**src/hw/rtl/mcfb_pkg.sv**
```systemverilog
// Shared types, constants and helper functions for the motor command frame builder.
`default_nettype none

package mcfb_pkg;

  typedef enum logic [3:0] {
    OP_RESOLUTION = 4'd0,
    OP_SPEED_DEF  = 4'd1,
    OP_HOME       = 4'd2,
    OP_POS_MOVE   = 4'd3,
    OP_VEL_MOVE   = 4'd4,
    OP_START      = 4'd5,
    OP_POS_STOP   = 4'd6,
    OP_VEL_STOP   = 4'd7,
    OP_STATUS     = 4'd8
  } opcode_t;

  typedef enum logic [2:0] {
    REG_GEAR_A       = 3'd0,
    REG_GEAR_B       = 3'd1,
    REG_RUN_SPEED    = 3'd2,
    REG_ACCELERATION = 3'd3,
    REG_START_SPEED  = 3'd4
  } cfg_reg_t;

  typedef enum logic [1:0] {
    BK_IDLE,
    BK_DATA,
    BK_CRC_LO,
    BK_CRC_HI
  } bk_state_t;

  localparam logic [15:0] CRC_INIT = 16'hFFFF;
  localparam logic [15:0] CRC_POLY = 16'hA001;

  localparam logic [31:0] GEAR_A_RST       = 32'd1;
  localparam logic [31:0] GEAR_B_RST       = 32'd1;
  localparam logic [31:0] RUN_SPEED_RST    = 32'd8000;
  localparam logic [31:0] ACCELERATION_RST = 32'd2000;
  localparam logic [31:0] START_SPEED_RST  = 32'd0;

  localparam logic [31:0] POS_MODE_WORD = 32'h0000_0002;
  localparam logic [31:0] VEL_MODE_WORD = 32'h0000_0010;

  // first index of the data words (after header and byte count)
  localparam logic [4:0] WORD_BASE = 5'd7;

  typedef struct packed {
    opcode_t     kind;
    logic [7:0]  id;
    logic [31:0] pos;
    logic [30:0] spd;
    logic [30:0] kin;
    logic [30:0] kfi;
  } desc_t;

  typedef struct packed {
    logic [31:0] gear_a;
    logic [31:0] gear_b;
    logic [31:0] run_speed;
    logic [31:0] acceleration;
    logic [31:0] start_speed;
  } cfg_regs_t;

  // frame bytes 1..6, byte 1 in the top lane
  function automatic logic [47:0] frame_hdr(input opcode_t k);
    logic [47:0] h;
    case (k)
      OP_RESOLUTION: h = 48'h10_03_80_00_04_08;
      OP_SPEED_DEF:  h = 48'h10_02_B0_00_06_0C;
      OP_HOME:       h = 48'h06_00_7D_00_10_00;
      OP_POS_MOVE:   h = 48'h10_18_00_00_0A_14;
      OP_VEL_MOVE:   h = 48'h10_18_00_00_0A_14;
      OP_START:      h = 48'h06_00_7D_00_08_00;
      OP_POS_STOP:   h = 48'h06_00_7D_00_00_00;
      OP_VEL_STOP:   h = 48'h06_00_7D_00_20_00;
      OP_STATUS:     h = 48'h03_00_7F_00_01_00;
      default:       h = '0;
    endcase
    return h;
  endfunction

  // index of the last data byte before the CRC
  function automatic logic [4:0] last_data_idx(input opcode_t k);
    logic [4:0] n;
    case (k)
      OP_RESOLUTION: n = 5'd14;
      OP_SPEED_DEF:  n = 5'd18;
      OP_POS_MOVE:   n = 5'd26;
      OP_VEL_MOVE:   n = 5'd26;
      default:       n = 5'd5;
    endcase
    return n;
  endfunction

  function automatic logic [15:0] crc_byte(input logic [15:0] crc_in, input logic [7:0] b);
    logic [15:0] c;
    c = crc_in ^ {8'h00, b};
    for (int i = 0; i < 8; i++) begin
      c = c[0] ? ((c >> 1) ^ CRC_POLY) : (c >> 1);
    end
    return c;
  endfunction

endpackage

`default_nettype wire

```
**src/hw/rtl/mcfb_front.sv**
```systemverilog
// Front end: accepts commands, drops unknown opcodes, builds frame descriptors.
`default_nettype none

module mcfb_front import mcfb_pkg::*; (
  input  wire logic               in_valid,
  output logic                    in_stall,
  input  wire logic [3:0]         in_opcode,
  input  wire logic [7:0]         in_motor_id,
  input  wire logic signed [31:0] in_position,
  input  wire logic [30:0]        in_speed,
  input  wire logic [30:0]        in_start_rate,
  input  wire logic [30:0]        in_stop_decel,
  input  wire logic               q_full,
  output logic                    q_push,
  output desc_t                   q_desc
);

  logic op_known;

  always_comb begin
    case (in_opcode)
      OP_RESOLUTION, OP_SPEED_DEF, OP_HOME, OP_POS_MOVE, OP_VEL_MOVE,
      OP_START, OP_POS_STOP, OP_VEL_STOP, OP_STATUS: op_known = 1'b1;
      default:                                       op_known = 1'b0;
    endcase
  end

  assign in_stall = q_full;
  assign q_push   = in_valid && !q_full && op_known;

  always_comb begin
    q_desc.kind = opcode_t'(in_opcode);
    q_desc.id   = in_motor_id;
    q_desc.pos  = (in_opcode == OP_POS_MOVE) ? $unsigned(in_position) : 32'd0;
    q_desc.spd  = in_speed;
    q_desc.kin  = in_start_rate;
    q_desc.kfi  = in_stop_decel;
  end

endmodule

`default_nettype wire

```
**src/hw/rtl/mcfb_queue.sv**
```systemverilog
// Small descriptor queue between the front end and the byte emitter.
`default_nettype none

module mcfb_queue import mcfb_pkg::*; #(
  parameter int DEPTH = 2
) (
  input  wire logic  clk,
  input  wire logic  rst_n,
  input  wire logic  push,
  input  wire desc_t push_desc,
  input  wire logic  pop,
  output desc_t      pop_desc,
  output logic       full,
  output logic       empty
);

  localparam int PTR_W = (DEPTH > 1) ? $clog2(DEPTH) : 1;
  localparam int CNT_W = $clog2(DEPTH + 1);

  desc_t             mem_r [DEPTH];
  logic [PTR_W-1:0]  wr_ptr_r;
  logic [PTR_W-1:0]  rd_ptr_r;
  logic [CNT_W-1:0]  count_r;
  logic              do_push;
  logic              do_pop;

  assign full     = (count_r == CNT_W'(DEPTH));
  assign empty    = (count_r == '0);
  assign do_push  = push && !full;
  assign do_pop   = pop && !empty;
  assign pop_desc = mem_r[rd_ptr_r];

  function automatic logic [PTR_W-1:0] ptr_inc(input logic [PTR_W-1:0] p);
    return (p == PTR_W'(DEPTH - 1)) ? '0 : p + 1'b1;
  endfunction

  always_ff @(posedge clk) begin
    if (do_push) begin
      mem_r[wr_ptr_r] <= push_desc;
    end
  end

  always_ff @(posedge clk) begin
    if (!rst_n) begin
      wr_ptr_r <= '0;
      rd_ptr_r <= '0;
      count_r  <= '0;
    end else begin
      if (do_push) begin
        wr_ptr_r <= ptr_inc(wr_ptr_r);
      end
      if (do_pop) begin
        rd_ptr_r <= ptr_inc(rd_ptr_r);
      end
      case ({do_push, do_pop})
        2'b10:   count_r <= count_r + 1'b1;
        2'b01:   count_r <= count_r - 1'b1;
        default: count_r <= count_r;
      endcase
    end
  end

endmodule

`default_nettype wire

```
**src/hw/rtl/mcfb_back.sv**
```systemverilog
// Back end: walks one frame descriptor, emits bytes and the running CRC-16.
`default_nettype none

module mcfb_back import mcfb_pkg::*; (
  input  wire logic      clk,
  input  wire logic      rst_n,
  input  wire cfg_regs_t cfg,
  input  wire logic      q_empty,
  input  wire desc_t     q_desc,
  output logic           q_pop,
  output logic           out_valid,
  input  wire logic      out_stall,
  output logic [7:0]     out_tx_byte,
  output logic           out_last
);

  bk_state_t   state_r, state_nxt;
  desc_t       cur_r, cur_nxt;
  logic [4:0]  idx_r, idx_nxt;
  logic [15:0] crc_r, crc_nxt;
  logic        out_valid_r, out_valid_nxt;
  logic [7:0]  out_byte_r, out_byte_nxt;
  logic        out_last_r, out_last_nxt;

  logic        adv;
  logic        load;
  logic [7:0]  data_byte;
  logic [47:0] hdr;
  logic [2:0]  hdr_sel;
  logic [4:0]  widx;
  logic [31:0] word;

  assign adv = !out_valid_r || !out_stall;

  // byte at idx_r of the current frame
  always_comb begin
    hdr     = frame_hdr(cur_r.kind);
    hdr_sel = 3'd6 - idx_r[2:0];
    widx    = idx_r - WORD_BASE;
    word    = '0;
    case (cur_r.kind)
      OP_RESOLUTION: begin
        case (widx[4:2])
          3'd0:    word = cfg.gear_a;
          default: word = cfg.gear_b;
        endcase
      end
      OP_SPEED_DEF: begin
        case (widx[4:2])
          3'd0:    word = cfg.run_speed;
          3'd1:    word = cfg.acceleration;
          default: word = cfg.start_speed;
        endcase
      end
      OP_POS_MOVE, OP_VEL_MOVE: begin
        case (widx[4:2])
          3'd0:    word = (cur_r.kind == OP_POS_MOVE) ? POS_MODE_WORD : VEL_MODE_WORD;
          3'd1:    word = cur_r.pos;
          3'd2:    word = {1'b0, cur_r.spd};
          3'd3:    word = {1'b0, cur_r.kin};
          default: word = {1'b0, cur_r.kfi};
        endcase
      end
      default: word = '0;
    endcase
    if (idx_r == '0) begin
      data_byte = cur_r.id;
    end else if (idx_r < WORD_BASE) begin
      data_byte = hdr[{hdr_sel, 3'b000} +: 8];
    end else begin
      data_byte = word[{2'd3 - widx[1:0], 3'b000} +: 8];
    end
  end

  // next state
  always_comb begin
    state_nxt = state_r;
    case (state_r)
      BK_IDLE: begin
        if (!q_empty) state_nxt = BK_DATA;
      end
      BK_DATA: begin
        if (adv && idx_r == last_data_idx(cur_r.kind)) state_nxt = BK_CRC_LO;
      end
      BK_CRC_LO: begin
        if (adv) state_nxt = BK_CRC_HI;
      end
      BK_CRC_HI: begin
        if (adv) state_nxt = BK_IDLE;
      end
      default: state_nxt = BK_IDLE;
    endcase
  end

  // datapath and output stage
  always_comb begin
    q_pop        = 1'b0;
    load         = 1'b0;
    cur_nxt      = cur_r;
    idx_nxt      = idx_r;
    crc_nxt      = crc_r;
    out_byte_nxt = out_byte_r;
    out_last_nxt = out_last_r;
    case (state_r)
      BK_IDLE: begin
        if (!q_empty) begin
          q_pop   = 1'b1;
          cur_nxt = q_desc;
          idx_nxt = '0;
          crc_nxt = CRC_INIT;
        end
      end
      BK_DATA: begin
        if (adv) begin
          load         = 1'b1;
          out_byte_nxt = data_byte;
          out_last_nxt = 1'b0;
          crc_nxt      = crc_byte(crc_r, data_byte);
          idx_nxt      = idx_r + 1'b1;
        end
      end
      BK_CRC_LO: begin
        if (adv) begin
          load         = 1'b1;
          out_byte_nxt = crc_r[7:0];
          out_last_nxt = 1'b0;
        end
      end
      BK_CRC_HI: begin
        if (adv) begin
          load         = 1'b1;
          out_byte_nxt = crc_r[15:8];
          out_last_nxt = 1'b1;
        end
      end
      default: ;
    endcase
    out_valid_nxt = load || (out_valid_r && out_stall);
  end

  always_ff @(posedge clk) begin
    if (!rst_n) begin
      state_r     <= BK_IDLE;
      out_valid_r <= 1'b0;
    end else begin
      state_r     <= state_nxt;
      out_valid_r <= out_valid_nxt;
    end
  end

  always_ff @(posedge clk) begin
    cur_r      <= cur_nxt;
    idx_r      <= idx_nxt;
    crc_r      <= crc_nxt;
    out_byte_r <= out_byte_nxt;
    out_last_r <= out_last_nxt;
  end

  assign out_valid   = out_valid_r;
  assign out_tx_byte = out_byte_r;
  assign out_last    = out_last_r;

endmodule

`default_nettype wire

```
**src/hw/rtl/motor_command_frame_builder_core.sv**
```systemverilog
// The first frame byte passes through the queue, the emitter's idle (load) state and the output register.
// Throughput: the byte emitter puts out one byte per cycle while out_stall is low,
//   plus one load state per frame.
// Commands queue in a QUEUE_DEPTH-entry buffer while a frame is in flight.
// Reset (synchronous, active low) empties the queue, idles the emitter and
//   loads the register defaults.
`default_nettype none

module motor_command_frame_builder_core import mcfb_pkg::*; #(
  parameter int QUEUE_DEPTH = 2
) (
  input  wire logic               clk,
  input  wire logic               rst_n,
  input  wire logic               in_valid,
  output logic                    in_stall,
  input  wire logic [3:0]         in_opcode,
  input  wire logic [7:0]         in_motor_id,
  input  wire logic signed [31:0] in_position,
  input  wire logic [30:0]        in_speed,
  input  wire logic [30:0]        in_start_rate,
  input  wire logic [30:0]        in_stop_decel,
  output logic                    out_valid,
  input  wire logic               out_stall,
  output logic [7:0]              out_tx_byte,
  output logic                    out_last,
  input  wire logic               cfg_we,
  input  wire logic [2:0]         cfg_index,
  input  wire logic [31:0]        cfg_wdata
);

  cfg_regs_t cfg_r;
  logic      q_push;
  logic      q_pop;
  logic      q_full;
  logic      q_empty;
  desc_t     push_desc;
  desc_t     pop_desc;

  always_ff @(posedge clk) begin
    if (!rst_n) begin
      cfg_r.gear_a       <= GEAR_A_RST;
      cfg_r.gear_b       <= GEAR_B_RST;
      cfg_r.run_speed    <= RUN_SPEED_RST;
      cfg_r.acceleration <= ACCELERATION_RST;
      cfg_r.start_speed  <= START_SPEED_RST;
    end else if (cfg_we) begin
      case (cfg_index)
        REG_GEAR_A:       cfg_r.gear_a       <= cfg_wdata;
        REG_GEAR_B:       cfg_r.gear_b       <= cfg_wdata;
        REG_RUN_SPEED:    cfg_r.run_speed    <= cfg_wdata;
        REG_ACCELERATION: cfg_r.acceleration <= cfg_wdata;
        REG_START_SPEED:  cfg_r.start_speed  <= cfg_wdata;
        default: ;
      endcase
    end
  end

  mcfb_front u_front (
    .in_valid      (in_valid),
    .in_stall      (in_stall),
    .in_opcode     (in_opcode),
    .in_motor_id   (in_motor_id),
    .in_position   (in_position),
    .in_speed      (in_speed),
    .in_start_rate (in_start_rate),
    .in_stop_decel (in_stop_decel),
    .q_full        (q_full),
    .q_push        (q_push),
    .q_desc        (push_desc)
  );

  mcfb_queue #(
    .DEPTH (QUEUE_DEPTH)
  ) u_queue (
    .clk       (clk),
    .rst_n     (rst_n),
    .push      (q_push),
    .push_desc (push_desc),
    .pop       (q_pop),
    .pop_desc  (pop_desc),
    .full      (q_full),
    .empty     (q_empty)
  );

  mcfb_back u_back (
    .clk         (clk),
    .rst_n       (rst_n),
    .cfg         (cfg_r),
    .q_empty     (q_empty),
    .q_desc      (pop_desc),
    .q_pop       (q_pop),
    .out_valid   (out_valid),
    .out_stall   (out_stall),
    .out_tx_byte (out_tx_byte),
    .out_last    (out_last)
  );

  // a frame streams without gaps until its last byte
  a_frame_no_gap: assert property (@(posedge clk) disable iff (!rst_n)
    out_valid && !out_stall && !out_last |=> out_valid)
    else $error("frame stream broke before last byte");

  a_queue_sane: assert property (@(posedge clk) disable iff (!rst_n)
    !(q_full && q_empty))
    else $error("queue full and empty at once");

  // unknown opcodes are consumed without a frame
  a_unknown_dropped: assert property (@(posedge clk) disable iff (!rst_n)
    in_valid && !in_stall && (in_opcode > OP_STATUS) |-> !q_push)
    else $error("unknown opcode queued");

  a_pop_only_filled: assert property (@(posedge clk) disable iff (!rst_n)
    q_pop |-> !q_empty)
    else $error("pop from empty queue");

endmodule

`default_nettype wire
```
**config.mk**
```make
export PLATFORM = sky130hd
export DESIGN_NAME = motor_command_frame_builder_core
export DESIGN_NICKNAME = d
export VERILOG_FILES = /design/src/hw/rtl/mcfb_pkg.sv /design/src/hw/rtl/mcfb_front.sv /design/src/hw/rtl/mcfb_queue.sv /design/src/hw/rtl/mcfb_back.sv /design/src/hw/rtl/motor_command_frame_builder_core.sv
export SDC_FILE = /design/constraint.sdc
export NUM_CORES = 1
export LEC_CHECK = 0
export BUFFER_PORTS_ARGS = -buffer_cell sky130_fd_sc_hd__buf_2
export CAP_MARGIN = 30
export CELL_PAD_IN_SITES_DETAIL_PLACEMENT = 1
export CELL_PAD_IN_SITES_GLOBAL_PLACEMENT = 1
export CORE_MARGIN = 2
export CORE_UTILIZATION = 43
export DETAILED_ROUTE_END_ITERATION = 10
export PLACE_DENSITY_LB_ADDON = 0.1
export SKIP_LAST_GASP = 1
export SLEW_MARGIN = 10
export SYNTH_ARGS = -nofsm -noshare
export SYNTH_HDL_FRONTEND = slang
export SYNTH_HIERARCHICAL = 1
export SYNTH_SLANG_ARGS = --single-unit
```
**constraint.sdc**
```tcl
create_clock -name clk -period 13.8 [get_ports clk]
set_clock_uncertainty 0.15 [all_clocks]
set_input_delay 3.45 -clock clk [delete_from_list [all_inputs] [get_ports clk]]
set_output_delay 3.45 -clock clk [all_outputs]
set_load 0.1 [all_outputs]
```
* Yosys cells after proc, flatten, opt, wreduce, memory -nomap -nowiden
Memory sizes are Yosys's and may differ from the RTL's. A register that Yosys moved wholly into a read port is not among the register bits. Index checks and enable logic that the tools add are counted.
Word-level totals: input bits 177, RAM bits 274, memory bits (read-only) 416, latch bits 0, register bits after elaboration 197, output and inout port bits 11, word-level logic and storage cells 142, memories 3
Operators by class: order comparisons 1, div/mod/pow operators 0, equal/unequal tests 24, multiplexer cells 45, shift operators 2, $mul 0, add/subtract/negate cells 8, bitwise logic cells 10, reductions and logical operators 35
Memory list:
- (no name shown) | depth 16, width 25, read ports 1, clocked after Yosys merged registers in 0, write ports 0, line mcfb_pkg.sv:68 | case (k)
- u_queue.mem_r | depth 2, width 137, read ports 1, clocked after Yosys merged registers in 1, write ports 1, line mcfb_queue.sv:20 | desc_t mem_r [DEPTH];
- (no name shown) | depth 16, width 1, read ports 1, clocked after Yosys merged registers in 0, write ports 0, line mcfb_front.sv:21 | case (in_opcode)
Operator list (number):
- two-way mux 16 bit | 10
- one-hot mux 32 bit (4 select lines) | 1
- one-hot mux 32 bit (3 select lines) | 1
- two-way mux 32 bit | 2
- one-hot mux 32 bit (2 select lines) | 1
- indexed part select 48 x 7 -> 8 bit | 1
- two-way mux 8 bit | 5
- one-hot mux 16 bit (2 select lines) | 1
- indexed part select 32 x 6 -> 8 bit | 1
- inverter 2 -> 3 bit | 8
- one-hot mux 8 bit (3 select lines) | 1
- two-way mux 5 bit | 4
- bitwise XOR 16 x 8 -> 16 bit | 1
- one-hot mux 5 bit (3 select lines) | 1
- equality test 3 x 2 -> 1 bit, second input constant | 4
- AND reduction 2 bit | 6
- two-way mux 1 bit | 10
- != test 2 x 1 -> 1 bit, second input constant | 5
- one-hot mux 5 bit (2 select lines) | 1
- equality test 2 bit, second input constant | 4
- equality test 4 x 2 -> 1 bit, second input constant | 2
- two-way mux 2 bit | 4
- one-hot mux 2 bit (4 select lines) | 1
- AND reduction 4 bit | 2
- 30 further kinds | 48

* Depth between registers and ports, before layout
Gate-level depths: netlist of run 1.
word-level depth 26, gate-level depth with buffers 18, mapped depth without buffers 14

* Cells and area by module
Netlist of run 1, hierarchy kept.
By module, submodules not included:
- mcfb_back | cells each 931, area an instance 10151.0 um^2, times used 1, seq. area each 5315.1 um^2
- mcfb_queue | cells each 452, area an instance 10082.2 um^2, times used 1, seq. area each 8328.0 um^2
- motor_command_frame_builder_core | cells each 568, area an instance 5928.2 um^2, times used 1, seq. area each 3203.1 um^2
- mcfb_front | cells each 144, area an instance 1072.3 um^2, times used 1, seq. area each 0.0 um^2

* Least setup slack after synthesis of run 1
No wires, ideal clock.
path type in2reg, start input in_opcode[0], end memory u_queue/mem_r[1][0] (netlist bit), enable pin, setup slack 5833 ps, stages 3, data required time 13137 ps, arrival 7304 ps, buffers on the path 0, library setup time 513 ps, cell sequence o31a_2 > nor3b_1 > and3_1
On the way: longest elaborated chain between the ends 5
RTL lines:
- from (decl) | line motor_command_frame_builder_core.sv:16 | input wire logic [3:0] in_opcode,
- memory read (16 x 1 bit)
- logical AND 1 bit | line mcfb_front.sv:29 | assign q_push = in_valid && !q_full && op_known;
- named net q_push | line motor_command_frame_builder_core.sv:32 | logic q_push;
- logical AND 1 bit | line mcfb_queue.sv:29 | assign do_push = push && !full;
- two-way mux 1 bit | line mcfb_queue.sv:38 | if (do_push) begin
- two-way mux 1 bit (not written as such) | line mcfb_queue.sv:39 | mem_r[wr_ptr_r] <= push_desc;
- to (decl) | line mcfb_queue.sv:20
The timed path passes the listed nets, and every way through them passes these cells.

* Final worst setup path of run 1
start input in_opcode[0], end memory u_queue/mem_r[1][17] (netlist bit), enable pin
The elaborated chain is that of the path after synthesis.

==> results of run 1 <==
[worst min-delay path: stages (launching register included)]
cell and delay [ps]:
dfxtp_1 310, nand2_1 50, mux2i_1 50
[sequential cells by signal, indices dropped and copies added, names as in the netlist, 2 cells and up, named ones only]
signal and flops:
u_back/out_tx_byte 8, cfg_r 160, u_queue/mem_r 274, u_back/idx_r 5
u_back/cur_r 137, u_back/state_r 2, u_queue/count_r 2, u_back/hdr 12
u_back/crc_r 16
[metrics by stage]
step | util [%] | instances
after floorplan | - | 2095
after global placement | 44.7 | 2927
after detailed placement | 44.7 | 2927
after CTS | 48.3 | 3052
after global routing | 48.4 | 3055
final | 48.4 | 3055
[how the worst min path moves through the flow]
stage                            start                 endpoint
4_1_cts         cfg_r[25]$_SDFFE_PN0P_   cfg_r[25]$_SDFFE_PN0P_
2_1_floorplan  cfg_r[152]$_SDFFE_PN0P_  cfg_r[152]$_SDFFE_PN0P_
3_5_place_dp    cfg_r[98]$_SDFFE_PN0P_   cfg_r[98]$_SDFFE_PN0P_
5_1_grt          cfg_r[1]$_SDFFE_PN0P_    cfg_r[1]$_SDFFE_PN0P_
3_3_place_gp   cfg_r[145]$_SDFFE_PN0P_  cfg_r[145]$_SDFFE_PN0P_
6_report       cfg_r[152]$_SDFFE_PN0P_  cfg_r[152]$_SDFFE_PN0P_
[where the power goes]
part | switching (µW) | internal [µW] | leakage (µW) | total [µW]
logic | 1490 | 752 | 0.00449 | 2240
registers | 168 | 2370 | 0.00553 | 2530
clock network | 768 | 1100 | 0.00111 | 1870
[layer usage]
metal / vias to the layer above / wire (µm) / share of wire [%]
met2: 447 / 39800 / 51
met3: 139 / 3680 / 4.7
met4: 0 / 2750 / 3.5
met1: 8701 / 32000 / 41
li1: 7745 / - / -
met5: - / 0 / 0
[cell type report]
| cell class | instances | share of cell area [%] |
|---|---|---|
| sequential | 621 | 55.4 |
| multi-input combinational | 1222 | 29.2 |
| clock buffer | 86 | 5.98 |
| timing repair buffer | 225 | 4.17 |
| tap | 846 | 3.48 |
| clock inverter | 39 | 1.56 |
| inverter | 16 | 0.214 |
[layout by cell type (no fill, tap or decap), types with 14 or more instances in the layout]
cell / n
buf_4: 36
a221oi_1: 21
and2_1: 37
mux2i_1: 183
edfxtp_1: 441
nor2b_1: 30
o21ai_0: 53
o211ai_1: 15
nand2_1: 316
dfxtp_1: 179
clkbuf_16: 69
clkbuf_1: 14
xnor2_1: 15
buf_2: 186
mux2_2: 143
nand3_1: 17
nor2_1: 41
a21oi_1: 69
[cells by family after synthesis]
logic type                 Yosys count  share of synthesized area, %
buffers and inverters              252                          5.83
and+or+nand+nor                    532                          9.23
adders and majority gates           12                         0.551
muxes                              331                          13.0
xor gates and xnor gates            26                          1.10
AOI/OAI and AO/OA                  321                          8.48
DFF                                621                          61.9
==> flow_metrics.tcl, run 1 <==
set metrics [dict create \
    n_antenna_cell 0 \
    critPathCapture "u_queue/mem_r[1][17]$_DFFE_PP_" \
    fin_crit_sh_pct 45.9 \
    synthMostInstantiatedCell "edfxtp_1" \
    syn_inst 2095 \
    place_ws_ps 6860 \
    p_per_area_mw_per_mm2 218 \
    fillers 6389 \
    grt_pass1_vias 18100 \
    cts_root_buf "clkbuf_16" \
    setup_viol 0 \
    cts_hold_buffers 0 \
    grt.total_usage_pct 23.7 \
    cts_buffers 69 \
    worst-path-buf-inv 3 \
    syn2layout_area_growth_pct 11.7 \
    hold_depth 2 \
    cp_cell_sequence "buf_2, o31a_2, nor3b_1, and3_4, buf_4, buf_4" \
    cp_max_fo 63 \
    seqCellArea_mm2 0.0168 \
    drtIter0Drc 1238 \
    rr_startpoint "u_back/idx_r[0]$_SDFFCE_PP0P_" \
    grt-ovfl-total 0 \
    syn_avg_cell_area_um2 13.0 \
    start_util_pct 43.3 \
    arrival_ps 6430 \
    drv_cap 0 \
    cts_tree "built" \
    r2r-end "u_back/crc_r[0]$_SDFFCE_PP1P_" \
    nNetsFinal 2344 \
    finalHoldViolCount 0 \
    cts_sinks 621 \
    peakVddDrop_uv 113 \
    ys_ff_latch 621 \
    outcome "finished, final reports clean" \
    antenna_left 0 \
    gp_congestion 0.855 \
    portBuffers 187 \
    vias 17000 \
    final.setup.tns_ps 0 \
    stdcell_area_mm2 0.0304 \
    antenna_found_initial 2 \
    drc 0 \
    rows 92 \
    synth_top_area_cell "edfxtp_1" \
    critPathMaxStageDelay_ps 860 \
    grt_max_degree 83 \
    grt_pass1_wl_mm 116 \
    r2r_setup_slack_ps 7990 \
    placed_area_mm2 0.0281 \
    max_freq_mhz 158 \
    crit_start "in_opcode[0]" \
    synth_common_cells "edfxtp_1, nand2_1, mux2i_1, dfxtp_1, mux2_2" \
    period_minus_slack_ps 6340 \
    die_h_um 256 \
    drive_gt1_share_pct 23.9 \
    wl_per_cell_um 25.6 \
    vias_per_cell 5.58 \
    use_met3_pct 3.49 \
    multi_input_area_mm2 0.00889 \
    whs_ps 309 \
    endpoint_kind "flop" \
    gr-usage-met1_pct 29.4 \
    syn_area_mm2 0.0272 \
    relSlewSlack_pct 36.2 \
    rsz0062_at_grt "false" \
    die_w_um 256 \
    post_cts_buffers 0 \
    cp_slowest_cell "buf_4" \
    cp_top_family "buffers and inverters" \
    hold_class "flop to flop" \
    io_pins 188 \
    yosysSeqAreaShare_pct 61.9 \
    synthFlopType "edfxtp_1" \
    crit_cells 6 \
    synth_fp_nets 2284 \
    async_reset_ff_share_pct 0 \
    grtUsageMet2_pct 41.7 \
    clockBufferDepth 3 \
    cts_resized 0 \
    synth_edf_count 441 \
    crit_path_start_kind "input port" \
    synthTopCellsByArea "edfxtp_1, dfxtp_1, mux2i_1" \
    post-dp-hpwl_mm 53.2 \
    ys_warn_count 6 \
    ys_types 102 \
    h-tree-depth 3 \
    core_mm2 0.0629 \
    wl_mm 78.3 \
    cp_common_cell "buf_4" \
    worstPathRequired_ps 13890 \
    die-area_mm2 0.0654 \
    setup_ws_ps 7460 \
    clock_latency_ps 630 \
    synth_top_area_share_pct 48.6 \
    worst_pin_slew_ps 949 \
    p_leak_uw 0.0111 \
    slew_violations 0 \
    path_class "input port to flop" \
    top_usage_layer "met2" \
    dr.pass1.iters 5 \
    finalPower_uw 6640 \
    reg2regPathDepth 15 \
    clk_pin_slew_worst_paths_ps 60 \
]
Note: power is estimated with default switching activity, not from simulation.
==> run 2, diff against run 1 <==
--- a/config.mk
+++ b/config.mk
@@ -5,6 +5,7 @@
 export SDC_FILE = /design/constraint.sdc
 export NUM_CORES = 1
 export LEC_CHECK = 0
+export ABC_AREA = 1
 export BUFFER_PORTS_ARGS = -buffer_cell sky130_fd_sc_hd__buf_2
 export CAP_MARGIN = 30
 export CELL_PAD_IN_SITES_DETAIL_PLACEMENT = 1
==> constraint.sdc (replaced) <==
create_clock -name clk -period 6.5 [get_ports clk]
set_clock_uncertainty 0.15 [all_clocks]
set_input_delay 1.625 -clock clk [delete_from_list [all_inputs] [get_ports clk]]
set_output_delay 1.625 -clock clk [all_outputs]
set_load 0.1 [all_outputs]
==> run 2 against run 1 <==
  * Power increased by 93%
  * Critical endpoint is now u_back/crc_r[0]$_SDFFCE_PP1P_
  * Cell area increased by 1.4%
  * Routed wire length increased by 0.98%
  * Worst setup slack got worse by 6000 ps
==> flow_metrics.tcl, run 2 <==
set metrics [dict create \
    path_class "flop to flop" \
    arrival_ps 5250 \
    dr.pass1.iters 5 \
    cp_slowest_cell "nand3_2" \
    hold_class "flop to flop" \
    nNetsFinal 2990 \
    drv_cap 0 \
    grt-ovfl-total 0 \
    grt_pass1_wl_mm 122 \
    biggestRegsByFlops "u_queue/mem_r: 274 flops, cfg_r: 160 flops, u_back/cur_r: 137 flops" \
    rows 93 \
    cp_common_cell "nand2_1" \
    rsz0062_at_grt "false" \
    synthTopCellsByArea "edfxtp_1, dfxtp_1, nand2_1" \
    period_minus_slack_ps 5050 \
    cts_root_buf "clkbuf_16" \
    fin_crit_sh_pct 77.7 \
    crit_path_start_kind "flop" \
    worst-path-buf-inv 1 \
    io_pins 188 \
    synth_top_area_share_pct 47.6 \
    peakVddDrop_uv 249 \
    start_util_pct 43.3 \
    ys_warn_count 6 \
    ys_ff_latch 621 \
    finalHoldViolCount 0 \
    gp_congestion 0.849 \
    largest_reg_flops 274 \
    slew_violations 0 \
    fin_cells 3706 \
    syn2layout_area_growth_pct 10.9 \
    antenna_found_initial 1 \
    drive_gt1_share_pct 19.3 \
    cp_top_family "simple AND/OR/NAND/NOR gates" \
    grt_pass1_vias 20300 \
    cts_buffers 69 \
    syn_area_mm2 0.0278 \
    cts_hold_buffers 0 \
    synth_edf_count 441 \
    syn_avg_cell_area_um2 10.2 \
    syn_inst 2741 \
    endpoint_kind "flop" \
    grt.total_usage_pct 23.9 \
    final_cell_mix "nand2_1, edfxtp_1, nor2_1, nand3_1, inv_1" \
    cts_resized 0 \
    clockBufferDepth 3 \
    cts_tree "built" \
    ys_types 42 \
    post_cts_buffers 0 \
    synthMostInstantiatedCell "nand2_1" \
    yosysSeqAreaShare_pct 60.5 \
    synthFlopType "edfxtp_1" \
    p_per_area_mw_per_mm2 416 \
    p_leak_uw 0.0121 \
    post-dp-hpwl_mm 53.1 \
    vias 19100 \
    cts_sinks 621 \
    h-tree-depth 3 \
    die_h_um 258 \
    outcome "finished, final reports clean" \
    setup_viol 0 \
    largest-register "u_queue/mem_r" \
    final_common_cell "nand2_1" \
    async_reset_ff_share_pct 0 \
    portBuffers 187 \
    wl_per_cell_um 21.3 \
    wl_mm 79.0 \
    clock_latency_ps 630 \
    cp_max_fo 55 \
    drc 0 \
    worst_pin_slew_ps 984 \
    synth_top_area_cell "edfxtp_1" \
    vias_per_cell 5.15 \
    antenna_left 0 \
    drtIter0Drc 1068 \
    worstPathRequired_ps 6700 \
    critPathMaxStageDelay_ps 840 \
    final.setup.tns_ps 0 \
    grt_max_degree 125 \
    max_freq_mhz 198 \
    place_inst 3578 \
    synth_fp_nets 2930 \
    clk_pin_slew_worst_paths_ps 60 \
    core_mm2 0.0642 \
    synth_common_cells "nand2_1, edfxtp_1, nor2_1, nand3_1, inv_1" \
    relSlewSlack_pct 34.2 \
    die_w_um 258 \
    die-area_mm2 0.0668 \
]
## run 2: cell count changes after synthesis, moves of 21 or more
| cell | before | now |
|---|---|---|
| nand4_1 | 2 | 25 |
| a221oi_1 | 21 | 0 |
| and2_1 | 37 | 0 |
| nand2_1 | 316 | 607 |
| mux2i_1 | 183 | 0 |
| inv_1 | 14 | 214 |
| nor2b_1 | 31 | 0 |
| nand3_1 | 17 | 321 |
| nor2_1 | 42 | 351 |
| nand2_2 | 0 | 25 |
| clkbuf_1 | 52 | 25 |
| a21oi_1 | 69 | 21 |
| nor2_2 | 0 | 34 |
## run 2: stage by stage
step                      utilization (%)  area [µm²]  hold slack, ps  setup slack (ps)  power (µW)
after floorplan                         -       27800             279               205        7950
after detailed placement             44.4       28500             293              1530        9170
after global routing                 48.0       30900             339               867       13600
after global placement               44.2       28400             288              1650        9060
after CTS                            47.8       30700             309              1500       12900
final                                48.0       30900             307              1450       12800
## run 2: worst paths after layout
path / end / slack, ps / from / cells past startpoint
worst max-delay path: u_back/crc_r[0]$_SDFFCE_PP1P_ / 1450 / u_back/idx_r[0]$_SDFFCE_PP0P_ / 26
worst min-delay path: cfg_r[41]$_SDFFE_PN1P_ / 310 / cfg_r[41]$_SDFFE_PN1P_ / 2
worst max register to register: u_back/crc_r[0]$_SDFFCE_PP1P_ / 1450 / u_back/idx_r[0]$_SDFFCE_PP0P_ / 26
worst min register to register: cfg_r[41]$_SDFFE_PN1P_ / 310 / cfg_r[41]$_SDFFE_PN1P_ / 2
## run 2: tightest hold or removal path: stages, from the launching register on
cell	delay, ps
dfxtp_1	330
nand2_1	50
nand3_1	50
## run 2: logic make-up after synthesis
group | synth area share [%]
AND/OR/NAND/NOR | 21.9
flip-flops | 60.5
buffers and inverters | 9.00
multiplexers | 5.54
AO/OA/AOI/OAI | 2.45
adder cells (fa/ha/maj) | 0.540
XOR/XNOR | 0.0630
## run 2: area by class of cell
cell class / instances / area, µm²
fill: 7115 / 33400
sequential: 621 / 16800
multi-input combinational: 1664 / 8530
clock buffer: 92 / 1890
timing repair buffer: 220 / 1380
tap: 855 / 1070
inverter: 225 / 850
clock inverter: 28 / 282
antenna: 1 / 2.50
## run 2: power by group
group          switching, µW  total (µW)  internal [µW]
Sequential               206        5060           4850
Clock                   1630        3740           2110
Combinational           2960        4040           1080
## run 2: layer usage
| layer | GRT usage [%] | routed length [µm] | vias up |
|---|---|---|---|
| met5 | 0 | 0 | - |
| li1 | - | - | 9114 |
| met4 | 6.73 | 1970 | 0 |
| met3 | 3.34 | 2980 | 121 |
| met2 | 42.2 | 40000 | 374 |
| met1 | 30.8 | 34100 | 9482 |
